==> src/rtl/ics_pkg.sv <==
`timescale 1ns / 1ps
// ----------------------------------------------------------------------------
// ics_pkg
// Shared types and constants for the streaming internet checksum core.
// ----------------------------------------------------------------------------
package ics_pkg;

  // field widths
  localparam int WORD_WIDTH      = 16;
  localparam int INDEX_WIDTH     = 16;
  localparam int POS_WIDTH       = 8;
  localparam int CFG_INDEX_WIDTH = 1;
  localparam int CFG_DATA_WIDTH  = POS_WIDTH;

  // saturation value of the word index
  localparam logic [INDEX_WIDTH-1:0] INDEX_MAX = {INDEX_WIDTH{1'b1}};

  // reset value of the skip position (header checksum field)
  localparam logic [POS_WIDTH-1:0] SKIP_POSITION_RESET = POS_WIDTH'(5);

  // configuration register indexes
  localparam logic [CFG_INDEX_WIDTH-1:0] REG_SKIP_ENABLE   = 1'b0;
  localparam logic [CFG_INDEX_WIDTH-1:0] REG_SKIP_POSITION = 1'b1;

  // one packet word held in the input register
  typedef struct packed {
    logic [WORD_WIDTH-1:0] data_word;
    logic                  odd_byte;
    logic                  last_word;
  } ics_item_t;

  // one checksum result
  typedef struct packed {
    logic [WORD_WIDTH-1:0] checksum;
    logic                  is_valid;
  } ics_result_t;

  // accumulator status for checking
  typedef struct packed {
    logic fire_last;
    logic sum_zero;
    logic idx_zero;
  } ics_stat_t;

  // settings that steer the accumulator
  typedef struct packed {
    logic                 skip_enable;
    logic [POS_WIDTH-1:0] skip_position;
  } ics_cfg_t;

endpackage

==> src/rtl/ics_in_reg.sv <==
`timescale 1ns / 1ps
// ----------------------------------------------------------------------------
// ics_in_reg
// Input register stage: captures one packet word per transfer.
// ----------------------------------------------------------------------------
module ics_in_reg (
  input  logic                               clk,
  input  logic                               rst_n,
  input  logic                               in_tvalid,
  output logic                               in_tready,
  input  logic [ics_pkg::WORD_WIDTH-1:0]     in_tdata,   // data_word
  input  logic                               in_tuser,   // odd_byte
  input  logic                               in_tlast,   // last_word
  input  logic                               take,
  output logic                               item_vld,
  output ics_pkg::ics_item_t                 item
);
  import ics_pkg::*;

  logic      vld_r, vld_nxt;
  ics_item_t item_r;

  // room when empty or when the held word leaves this cycle
  assign in_tready = !vld_r || take;
  assign vld_nxt   = in_tready ? in_tvalid : vld_r;

  always_ff @(posedge clk) begin
    if (!rst_n) begin
      vld_r <= 1'b0;
    end else begin
      vld_r <= vld_nxt;
    end
  end

  // payload capture on transfer
  always_ff @(posedge clk) begin
    if (in_tvalid && in_tready) begin
      item_r.data_word <= in_tdata;
      item_r.odd_byte  <= in_tuser;
      item_r.last_word <= in_tlast;
    end
  end

  assign item_vld = vld_r;
  assign item     = item_r;

endmodule

==> src/rtl/ics_accum.sv <==
`timescale 1ns / 1ps
// ----------------------------------------------------------------------------
// ics_accum
// Ones' complement running sum with end-around carry and word index.
// ----------------------------------------------------------------------------
module ics_accum (
  input  logic                 clk,
  input  logic                 rst_n,
  input  logic                 item_vld,
  input  ics_pkg::ics_item_t   item,
  input  ics_pkg::ics_cfg_t    cfg,
  input  logic                 out_free,
  output logic                 take,
  output logic                 res_vld,
  output ics_pkg::ics_result_t res,
  output ics_pkg::ics_stat_t   stat
);
  import ics_pkg::*;

  logic [WORD_WIDTH-1:0]  sum_r, sum_nxt;
  logic [INDEX_WIDTH-1:0] idx_r, idx_nxt;
  logic [WORD_WIDTH-1:0]  word;
  logic [WORD_WIDTH:0]    raw_sum;
  logic [WORD_WIDTH-1:0]  folded;
  logic [WORD_WIDTH-1:0]  new_sum;
  logic [WORD_WIDTH-1:0]  chk;
  logic                   skip;

  // a last word needs the result register free, others go at once
  assign take    = item_vld && (!item.last_word || out_free);
  assign res_vld = take && item.last_word;

  // odd byte keeps only the low byte
  assign word = item.odd_byte ? {{(WORD_WIDTH-8){1'b0}}, item.data_word[7:0]}
                              : item.data_word;

  assign skip = cfg.skip_enable &&
                (idx_r == {{(INDEX_WIDTH-POS_WIDTH){1'b0}}, cfg.skip_position});

  // end-around carry add
  assign raw_sum = {1'b0, sum_r} + {1'b0, word};
  assign folded  = raw_sum[WORD_WIDTH-1:0] + {{(WORD_WIDTH-1){1'b0}}, raw_sum[WORD_WIDTH]};
  assign new_sum = skip ? sum_r : folded;
  assign chk     = ~new_sum;

  // state update
  always_comb begin
    sum_nxt = sum_r;
    idx_nxt = idx_r;
    if (take) begin
      if (item.last_word) begin
        sum_nxt = '0;
        idx_nxt = '0;
      end else begin
        sum_nxt = new_sum;
        if (idx_r != INDEX_MAX) begin
          idx_nxt = idx_r + 1'b1;
        end
      end
    end
  end

  always_ff @(posedge clk) begin
    if (!rst_n) begin
      sum_r <= '0;
      idx_r <= '0;
    end else begin
      sum_r <= sum_nxt;
      idx_r <= idx_nxt;
    end
  end

  assign res.checksum = chk;
  assign res.is_valid = (chk == '0);

  assign stat.fire_last = res_vld;
  assign stat.sum_zero  = (sum_r == '0);
  assign stat.idx_zero  = (idx_r == '0);

endmodule

==> src/rtl/ics_out_reg.sv <==
`timescale 1ns / 1ps
// ----------------------------------------------------------------------------
// ics_out_reg
// Result register holding one checksum until the receiver takes it.
// ----------------------------------------------------------------------------
module ics_out_reg (
  input  logic                           clk,
  input  logic                           rst_n,
  input  logic                           res_vld,
  input  ics_pkg::ics_result_t           res,
  output logic                           out_free,
  output logic                           out_tvalid,
  input  logic                           out_tready,
  output logic [ics_pkg::WORD_WIDTH-1:0] out_tdata,  // checksum
  output logic                           out_tuser   // is_valid
);
  import ics_pkg::*;

  logic        vld_r, vld_nxt;
  ics_result_t res_r;

  assign out_free = !vld_r || out_tready;

  always_comb begin
    vld_nxt = vld_r;
    if (res_vld) begin
      vld_nxt = 1'b1;
    end else if (out_tready) begin
      vld_nxt = 1'b0;
    end
  end

  always_ff @(posedge clk) begin
    if (!rst_n) begin
      vld_r <= 1'b0;
    end else begin
      vld_r <= vld_nxt;
    end
  end

  // payload load
  always_ff @(posedge clk) begin
    if (res_vld) begin
      res_r <= res;
    end
  end

  assign out_tvalid = vld_r;
  assign out_tdata  = res_r.checksum;
  assign out_tuser  = res_r.is_valid;

endmodule

==> src/rtl/internet_checksum_stream_core.sv <==
`timescale 1ns / 1ps
// ----------------------------------------------------------------------------
// internet_checksum_stream_core
// Streaming internet checksum over the 16-bit words of a packet.
// ----------------------------------------------------------------------------
// Usage:
//   in_*  : one packet word per transfer; tdata is the word, tuser flags an
//           odd trailing byte (upper byte taken as zero), tlast ends the packet.
//   out_* : one result per packet; tdata is the complemented folded sum,
//           tuser is set when that checksum is zero (packet verifies).
//   cfg_* : write enable, register index, data; index 0 is skip enable,
//           index 1 is the word position left out of the sum (default 5).
//           Write only while no packet is in flight.
// Throughput: one word per clock unless a held result stalls a last word;
//   each word is one end-around-carry add between the input register and
//   the result register.
// Reset: clears the running sum, the word index and both stages; skip is
//   disabled and the position returns to 5.
// Stall: a held result blocks only a following last word; ordinary words keep
//   flowing into the sum while the receiver holds out_tready low.
// ----------------------------------------------------------------------------
module internet_checksum_stream_core (
  input  logic                                clk,
  input  logic                                rst_n,
  input  logic                                in_tvalid,
  output logic                                in_tready,
  input  logic [ics_pkg::WORD_WIDTH-1:0]      in_tdata,   // data_word
  input  logic                                in_tuser,   // odd_byte
  input  logic                                in_tlast,   // last_word
  output logic                                out_tvalid,
  input  logic                                out_tready,
  output logic [ics_pkg::WORD_WIDTH-1:0]      out_tdata,  // checksum
  output logic                                out_tuser,  // is_valid
  input  logic                                cfg_wr_en,
  input  logic [ics_pkg::CFG_INDEX_WIDTH-1:0] cfg_index,
  input  logic [ics_pkg::CFG_DATA_WIDTH-1:0]  cfg_data
);
  import ics_pkg::*;

  ics_cfg_t    cfg_r;
  ics_item_t   item;
  ics_result_t res;
  ics_stat_t   stat;
  logic        item_vld;
  logic        take;
  logic        res_vld;
  logic        out_free;

  // configuration registers
  always_ff @(posedge clk) begin
    if (!rst_n) begin
      cfg_r.skip_enable   <= 1'b0;
      cfg_r.skip_position <= SKIP_POSITION_RESET;
    end else if (cfg_wr_en) begin
      case (cfg_index)
        REG_SKIP_ENABLE:   cfg_r.skip_enable   <= cfg_data[0];
        REG_SKIP_POSITION: cfg_r.skip_position <= cfg_data[POS_WIDTH-1:0];
        default: ;
      endcase
    end
  end

  ics_in_reg u_in_reg (
    .clk       (clk),
    .rst_n     (rst_n),
    .in_tvalid (in_tvalid),
    .in_tready (in_tready),
    .in_tdata  (in_tdata),
    .in_tuser  (in_tuser),
    .in_tlast  (in_tlast),
    .take      (take),
    .item_vld  (item_vld),
    .item      (item)
  );

  ics_accum u_accum (
    .clk      (clk),
    .rst_n    (rst_n),
    .item_vld (item_vld),
    .item     (item),
    .cfg      (cfg_r),
    .out_free (out_free),
    .take     (take),
    .res_vld  (res_vld),
    .res      (res),
    .stat     (stat)
  );

  ics_out_reg u_out_reg (
    .clk        (clk),
    .rst_n      (rst_n),
    .res_vld    (res_vld),
    .res        (res),
    .out_free   (out_free),
    .out_tvalid (out_tvalid),
    .out_tready (out_tready),
    .out_tdata  (out_tdata),
    .out_tuser  (out_tuser)
  );

  // verify flag matches the checksum
  a_flag_matches: assert property (@(posedge clk) disable iff (!rst_n)
    out_tvalid |-> (out_tuser == (out_tdata == '0)))
    else $error("is_valid flag disagrees with checksum");

  // a finished packet shows up at the result port
  a_result_shown: assert property (@(posedge clk) disable iff (!rst_n)
    stat.fire_last |=> out_tvalid)
    else $error("result lost after last word");

  // state cleared after a packet ends
  a_state_cleared: assert property (@(posedge clk) disable iff (!rst_n)
    stat.fire_last |=> (stat.sum_zero && stat.idx_zero))
    else $error("sum or index not cleared after last word");

  // input stalls only when a word is held
  a_stall_held: assert property (@(posedge clk) disable iff (!rst_n)
    !in_tready |-> item_vld)
    else $error("input stalled while input register empty");

endmodule

==> config.mk <==
export PLATFORM = sky130hd
export DESIGN_NAME = internet_checksum_stream_core
export DESIGN_NICKNAME = d
export VERILOG_FILES = /design/src/rtl/ics_pkg.sv /design/src/rtl/ics_in_reg.sv /design/src/rtl/ics_accum.sv /design/src/rtl/ics_out_reg.sv /design/src/rtl/internet_checksum_stream_core.sv
export SDC_FILE = /design/constraint.sdc
export NUM_CORES = 1
export LEC_CHECK = 0
export BUFFER_PORTS_ARGS = -buffer_cell sky130_fd_sc_hd__buf_2
export CORE_MARGIN = 10
export CORE_UTILIZATION = 45
export CTS_CLUSTER_DIAMETER = 50
export DETAILED_ROUTE_END_ITERATION = 10
export HOLD_SLACK_MARGIN = 0.12
export PLACE_DENSITY = 0.65
export SKIP_LAST_GASP = 1
export SLEW_MARGIN = 10
export SYNTH_ARGS = -nofsm -noshare
export SYNTH_HDL_FRONTEND = slang
export SYNTH_SLANG_ARGS = --single-unit
==> constraint.sdc <==
create_clock -name clk -period 7 [get_ports clk]
set_input_delay 0.35 -clock clk [delete_from_list [all_inputs] [get_ports clk]]
set_output_delay 0.35 -clock clk [all_outputs]
set_load 0.02 [all_outputs]
# Word level (Yosys, flattened, before mapping)
# Cells that the tools add are included.
# totals
register_bits	78
word_cells	41
# classes
n_addsub	3
n_eq_ne	2
muxes	7
bitwise_logic	2
reduce_logical	16
# op_table
operator	n
16-bit two-way mux	5
16-bit by 16-bit adder with 17-bit output	1
16-bit by 1-bit adder with 16-bit output	1
16-bit by 1-bit adder with 16-bit output (second input constant)	1
16-bit by 8-bit == test with 1-bit output	1
16-bit logical NOT	1
16-bit inequality test (second input constant)	1
16-bit NOT	1
2-bit AND reduction	3
1-bit logical AND	4
2-bit nonzero test	2
1-bit logical NOT	3
1-bit logical OR	3
1-bit two-way mux	2
1-bit NOT	1

# Depth between registers and ports, before layout
# Gate-level depths: netlist of the first run.
# logic_depth
ltp_word	6
ltp_mapped	21
ltp_nobuf	21

# By module
# Synthesis of the first run repeated with hierarchy kept, for this count alone.
# hier_totals
hier_cells	452
area_unflattened_um2	4509.3
# modules_own_cells
mod	instances	cells_per_inst	area_per_inst_um2	seq_area_each_um2
ics_accum	1	365	2937.8	640.6
ics_in_reg	1	23	598.1	560.5
ics_out_reg	1	21	559.3	530.5
internet_checksum_stream_core	1	43	414.1	180.2

# Worst setup path before layout of the first run
# OpenSTA, ideal clock, no wires.
# synth_path
path_kind	register to register
start	reg u_accum.sum_r[0]
end	reg u_accum.sum_r[13]
setup_time_ns	0.124
arrival_time_ns	4.175
path_slack_ns	2.700
path_stages_with_launch	21
cell_sequence	dfxtp_1 ha_1 inv_1 fa_1 nand2b_1 a211oi_2 o21ai_0 a31oi_1 o21ai_0 a21oi_1 o21ai_0 nand2b_1 ha_1 and3_1 nand4_1 or4b_1 buf_2 or4_4 a31oi_2 a2bb2oi_1 nor2_1
# synth_via
elab_chain_len	4
# synth_lines
element	line_no	text
start: declaration	ics_accum.sv:20	logic [WORD_WIDTH-1:0] sum_r, sum_nxt;
start signal: assignment	ics_accum.sv:68	sum_r <= sum_nxt;
16-bit by 16-bit adder with 17-bit output	ics_accum.sv:41	assign raw_sum = {1'b0, sum_r} + {1'b0, word};
16-bit by 1-bit adder with 16-bit output	ics_accum.sv:42	assign folded = raw_sum[WORD_WIDTH-1:0] + {{(WORD_WIDTH-1){1'b0}}, raw_sum[WORD_WIDTH]};
16-bit two-way mux	ics_accum.sv:43	assign new_sum = skip ? sum_r : folded;
16-bit two-way mux	ics_accum.sv:51	if (item.last_word) begin
# No other way between the ends.
# A chain may end at the register's enable or synchronous reset.

==> flow_summary.json, run 1 <==
{
  "routed_via_density": 5.24,
  "die_y_um": 119,
  "grt.total_usage_pct": 13.9,
  "io_pins": 51,
  "start_kind": "register",
  "drive_gt1_share_pct": 16.1,
  "grt_pass1_wl_um": 16300,
  "syn-instance-count": 463,
  "finalCriticalPeriod_ns": 5.00,
  "ys.flop_type": "dfxtp_1",
  "drt-total-wl_um": 9710,
  "finalCritPeriodShare_pct": 71.4,
  "dp_cells": 632,
  "slowest_stage": "or4_1",
  "cp_max_fo": 4,
  "slew_viol_final": 0,
  "post_cts_buffers": 0,
  "syn-num-nets": 515,
  "htreeDepth": 3,
  "synth_top_cell_area_share_pct": 23.8,
  "cts_sinks": 78,
  "grt_max_degree": 26,
  "final_cells": 648,
  "ctsHoldBuffers": 0,
  "netlist_top_cells_area": "edfxtp_1 (24%), dfxtp_1 (20%), ha_1 (5.4%)",
  "worstMarginPinSlew_ns": 0.891,
  "setup_tns_ns": 0,
  "fin_ws_ns": 2.00,
  "seq_area_um2": 1910,
  "ctsResizeCount": 0,
  "fin_util_pct": 51.3,
  "ir_drop_uv": 121,
  "numCtsBuffers": 9,
  "async_flop_share_pct": 0,
  "start_util_pct": 45.8,
  "skew_ns": 0.00998,
  "seq_area_frac_synth_pct": 43.3,
  "n_antenna_cell": 0,
  "p_leak_nw": 1.94,
  "max_slew_margin_pct": 40.6,
  "core_um2": 9640,
  "cp-end-kind": "register",
  "yosys_warnings": 0,
  "setup_viol": 0,
  "place_hpwl_um": 7480,
  "clock.fmax_mhz": 200,
  "yosysMostFrequentCell": "nor2_1",
  "rsz0062_at_grt": "no",
  "status": "completed",
  "syn2layout_area_growth_pct": 12.2,
  "synth.top_cells.by_count": "nor2_1 (51), dfxtp_1 (43), nand2_1 (42)",
  "gp_congestion": 0.865,
  "antenna_found_initial": 0,
  "wl_per_cell_um": 15.0,
  "portBuffers": 50,
  "cts_root_buf": "clkbuf_8",
  "fill_cells": 921,
  "path_buf_inv": 1,
  "synth_cell_types": 62,
  "rows": 36,
  "syn-cell-area_um2": 4410,
  "drc": 0,
  "cts.path.max_buffers": 2,
  "clock_latency_ns": 0.36,
  "p_per_area_nw_per_um2": 193,
  "worst_hold_slack_ns": 0.162,
  "drt-pass1-iter-count": 4,
  "clk_pin_slew_ns": 0.08,
  "required_ns": 7.16,
  "hold_violations": 0,
  "ys_ff_latch": 78,
  "synth_edf_count": 35,
  "crit_chain": "ha_1 -> inv_1 -> fa_1 -> nand2b_1 -> a211oi_2 -> o21ai_0 -> a31oi_1 -> o21ai_0 -> a21oi_1 -> o21ai_0 -> nand2b_1 -> ha_1 -> ha_1 -> and2_1 -> and2_1 -> nand4_1 -> nor4_1 -> xor2_1 -> mux2i_1 -> or4_1 -> nor4_1",
  "critical_path.top_delay_family": "simple AND/OR/NAND/NOR gates",
  "final_nets": 562,
  "pre_cts_ws_ns": 2.08,
  "crit_type": "register to register",
  "grt_pass1_vias": 3351,
  "cts_tree": "yes",
  "min_path_type": "input port to register",
  "multi_input_area_um2": 2350,
  "vias": 3394,
  "maxCapViolCount": 0,
  "syn_avg_cell_area_um2": 9.53,
  "arrival_ns": 5.16,
  "initialDrtViolationCount": 165,
  "die_w_um": 119,
  "critPathMaxStageDelay_ns": 0.54,
  "design.die.area_um2": 14200,
  "overflow": 0,
  "ant_nets": 0,
  "synth_top_area_cell": "edfxtp_1"
}
==> worst reg2reg max path: cells and delay by family, from the launching register on <==
kind                     cells  cell delay [ns]
AO/OA/AOI/OAI                6             1.19
adder cells (fa/ha/maj)      4             0.97
AND/OR/NAND/NOR              8             1.90
buffers and inverters        1             0.06
XOR/XNOR                     1             0.17
multiplexers                 1             0.12
flip-flops                   1             0.37
==> stage by stage <==
| step | total power [mW] | cell area (um^2) |
|---|---|---|
| after floorplan | 0.613 | 4410 |
| after global placement | 0.645 | 4750 |
| after detailed placement | 0.647 | 4750 |
| after CTS | 0.965 | 4940 |
| after global routing | 1.00 | 4950 |
| final | 0.957 | 4950 |
==> layer usage <==
layer | routed length (um) | global-route usage (%)
met3 | 340 | 2.74
met2 | 4620 | 22.8
met5 | 0 | 0
met4 | 141 | 5.11
met1 | 4610 | 17.7
==> kinds of logic after synthesis <==
family                   after synthesis  synth area share (%)
buffers and inverters                 34                  3.74
adder cells (fa/ha/maj)               20                  5.84
flip-flops                            78                  43.3
multiplexers                          17                  3.91
AO/OA/AOI/OAI                         82                  13.0
XOR/XNOR                              44                  8.74
AND/OR/NAND/NOR                      188                  21.4
==> flip-flops by register name, summed over array words and instances (netlist names) <==
name and flops:
u_out_reg.out_tdata 16, u_out_reg.out_tvalid 1, u_accum.idx_r 16, u_out_reg.out_tuser 1, u_in_reg.item_vld 1, u_in_reg.item 18, u_accum.sum_r 16, cfg_r 9
==> layout make-up <==
cell class	instances	share of cell area, %
sequential	78	38.6
clock buffer	12	3.16
clock inverter	4	0.582
inverter	17	1.29
timing repair buffer	53	5.51
multi-input combinational	351	47.5
tap	133	3.36
==> cells in the final DEF, fill, tap and decap left out, types with 4 or more instances in the layout <==
cell,n
nand2b_1,7
a21oi_1,26
nand3_1,17
mux2i_1,15
nor4_1,6
o21ai_0,13
and2_1,9
xor2_1,17
xnor2_1,27
nand4_1,14
dfxtp_1,43
a31oi_1,5
or3_1,4
ha_1,19
inv_1,16
nor2_1,51
clkbuf_8,9
nor2b_1,15
nand2_1,42
edfxtp_1,35
buf_2,50
nor3_1,6
==> final timing paths <==
check,start,end,slack [ns],depth (start not counted)
setup / recovery,u_accum.sum_r[0],u_out_reg.out_tuser,2.00,21
setup reg to reg,u_accum.sum_r[0],u_out_reg.out_tuser,2.00,21
hold / removal,in_tdata[4],u_in_reg.item[6],0.16,1
hold reg to reg,cfg_r[1],cfg_r[1],0.48,2
==> power breakdown <==
part           switching [mW]  internal, mW
sequential             0.0107         0.494
clock                   0.168         0.152
combinational          0.0795        0.0527
Power figures use the tool's default switching activity.
==> run 2, diff against run 1 <==
Settings changed: ABC_AREA set to 1, PLACE_DENSITY 0.65 to 0.67.
Clock period 7 ns to 4.12 ns, I/O delays scaled along.
==> run 2 against run 1 <==
Against the previous run:
- worst setup slack got worse by 1.6 ns
- highest routed layer unchanged
- fmax increased by 36%
- cell area increased by 17%
- synthesized cell count increased by 50%
- flip-flop and latch count unchanged
- largest cell class unchanged
- combinational power increased by 110%
- sequential share of layout area decreased by 5.5 points
- utilization increased by 2.2 points
- die area increased by 10%
- first-iteration DRC count increased by 73%
==> flow_summary.json, run 2 <==
{
  "start_kind": "register",
  "grt_pass1_wl_um": 21900,
  "largest_register_ffs": 18,
  "finalCriticalPeriod_ns": 3.67,
  "multi_input_area_um2": 2590,
  "n_antenna_cell": 0,
  "syn-cell-area_um2": 4960,
  "grt.total_usage_pct": 16.6,
  "status": "completed",
  "ys_ff_latch": 78,
  "synth.top_cells.by_count": "nand2_1 (202), inv_1 (98), nor2_1 (60)",
  "cts.path.max_buffers": 2,
  "synth_cell_types": 39,
  "vias": 4549,
  "cts_tree": "yes",
  "grt_pass1_vias": 4640,
  "ir_drop_uv": 208,
  "cp_max_fo": 8,
  "finalCritPeriodShare_pct": 89.1,
  "ys.flop_type": "dfxtp_1",
  "synth_edf_count": 35,
  "async_flop_share_pct": 0,
  "hold_violations": 0,
  "cts_root_buf": "clkbuf_8",
  "place_hpwl_um": 10200,
  "clock_latency_ns": 0.37,
  "netlist_top_cells_area": "edfxtp_1 (21%), dfxtp_1 (17%), nand2_1 (15%)",
  "drt-pass1-iter-count": 5,
  "syn2layout_area_growth_pct": 16.5,
  "grt_max_degree": 21,
  "skew_ns": 0.0216,
  "min_path_type": "input port to register",
  "seq_area_frac_synth_pct": 38.6,
  "portBuffers": 50,
  "io_pins": 51,
  "maxCapViolCount": 0,
  "seq_area_um2": 1910,
  "p_per_area_nw_per_um2": 294,
  "final_common_cell": "nand2_1",
  "clock.fmax_mhz": 272,
  "setup_viol": 0,
  "htreeDepth": 3,
  "rows": 38,
  "initialDrtViolationCount": 286,
  "p_leak_nw": 2.66,
  "routed_via_density": 4.98,
  "crit_type": "register to register",
  "overflow": 0,
  "rsz0062_at_grt": "no",
  "clk_pin_slew_ns": 0.10,
  "slew_viol_final": 0,
  "syn-instance-count": 693,
  "die_y_um": 125,
  "fill_cells": 1069,
  "setup_tns_ns": 0,
  "arrival_ns": 3.90,
  "synth_top_area_cell": "edfxtp_1",
  "layout_common_cells": "nand2_1 (202), inv_1 (98), nor2_1 (60), nand3_1 (55), buf_2 (50)",
  "drc": 0,
  "required_ns": 4.35,
  "gp_congestion": 0.922,
  "syn_avg_cell_area_um2": 7.15,
  "drive_gt1_share_pct": 17.7,
  "core_um2": 10800,
  "antenna_found_initial": 0,
  "final_nets": 821,
  "worstMarginPinSlew_ns": 0.844,
  "synth_top_cell_area_share_pct": 21.2,
  "max_slew_margin_pct": 43.6,
  "numCtsBuffers": 9,
  "drt-total-wl_um": 12900,
  "design.die.area_um2": 15600,
  "wl_per_cell_um": 14.1,
  "cts_sinks": 78,
  "ctsResizeCount": 0,
  "die_w_um": 125,
  "syn-num-nets": 745,
  "yosysMostFrequentCell": "nand2_1",
  "start_util_pct": 45.9,
  "cp-end-kind": "register",
  "worst_hold_slack_ns": 0.137,
  "ant_nets": 0,
  "yosys_warnings": 0
}
## run 2: cell types whose count changed in the layout (fill, tap and decap cells not counted), sizes merged, moves of 10 or more
cell         delta
a21oi          +12
dlygate4sd3    +23
inv            +97
mux2i          -15
nand2         +181
nand3          +49
nor2           +21
nor2b          -15
o21ai          +10
xnor2          -25
xor2           -13
## run 2: cell type report
cell class	instances	share of cell area (%)
multi-input combinational	495	44.9
sequential	78	33.1
timing repair buffer	74	8.45
inverter	111	7.22
tap	140	3.03
clock buffer	9	2.15
clock inverter	7	1.13
## run 2: per-layer routing
| metal | vias up | global-route usage [%] | wire, um |
|---|---|---|---|
| met5 | - | 0 | 0 |
| met4 | 0 | 8.13 | 406 |
| met2 | 98 | 29.3 | 6340 |
| met1 | 2061 | 19.0 | 5660 |
| met3 | 20 | 3.00 | 459 |
| li1 | 2370 | - | - |
## run 2: through the flow
step / std cells / setup slack, ns / power, mW / instance area, um^2 / util [%]
5_1_grt: 914 / 0.00767 / 1.78 / 5770 / 53.5
4_1_cts: 914 / 0.389 / 1.71 / 5770 / 53.5
3_3_place_gp: 875 / 0.641 / 1.13 / 5360 / 49.6
3_5_place_dp: 875 / 0.436 / 1.14 / 5360 / 49.6
6_report: 914 / 0.449 / 1.70 / 5770 / 53.5
2_1_floorplan: 693 / 0.868 / 1.06 / 4960 / -
## run 2: worst max-delay path: stages (launching register included)
cell and delay [ns]:
edfxtp_1 0.50, nor2_1 0.09, ha_1 0.41, nand2_1 0.14, nor3_2 0.16, and2_1 0.15, nand2_1 0.06, nand2_1 0.09
a21oi_1 0.07, o21bai_1 0.19, ha_1 0.20, ha_1 0.19, inv_1 0.05, nor2_1 0.16, nand3_2 0.13, o21ai_0 0.18
nand3_1 0.10, o21ai_1 0.19, nand4_1 0.13, nor2_1 0.12, nand3_1 0.11, nor2_2 0.13
## run 2: path summary, 6_finish.rpt
check             depth (start not counted)             endpoint  slack [ns]             start
setup / recovery                         21  u_out_reg.out_tuser        0.45  u_in_reg.item[1]
hold reg to reg                           2             cfg_r[7]        0.48          cfg_r[7]
setup reg to reg                         21  u_out_reg.out_tuser        0.45  u_in_reg.item[1]
hold / removal                            4             cfg_r[8]        0.14         cfg_wr_en
## run 2: logic make-up (layout without fill, tap and decap cells)
kind of cell | count (synthesis) | count (layout) | share of synthesized area (%)
adders and majority gates | 20 | 20 | 5.20
DFF | 78 | 78 | 38.6
buffers and inverters | 120 | 201 | 9.09
AOI/OAI and AO/OA | 73 | 73 | 8.03
and+or+nand+nor | 396 | 396 | 38.0
xor gates and xnor gates | 6 | 6 | 1.06
## run 2: repair_timing
action	in CTS	in global routing
hold endpoints to repair	23	0
buffers inserted	0	0
hold buffers	23	0
## run 2: report_power, final
group	internal, mW	switching [mW]
sequential	0.840	0.0167
combinational	0.0968	0.181
clock	0.230	0.334
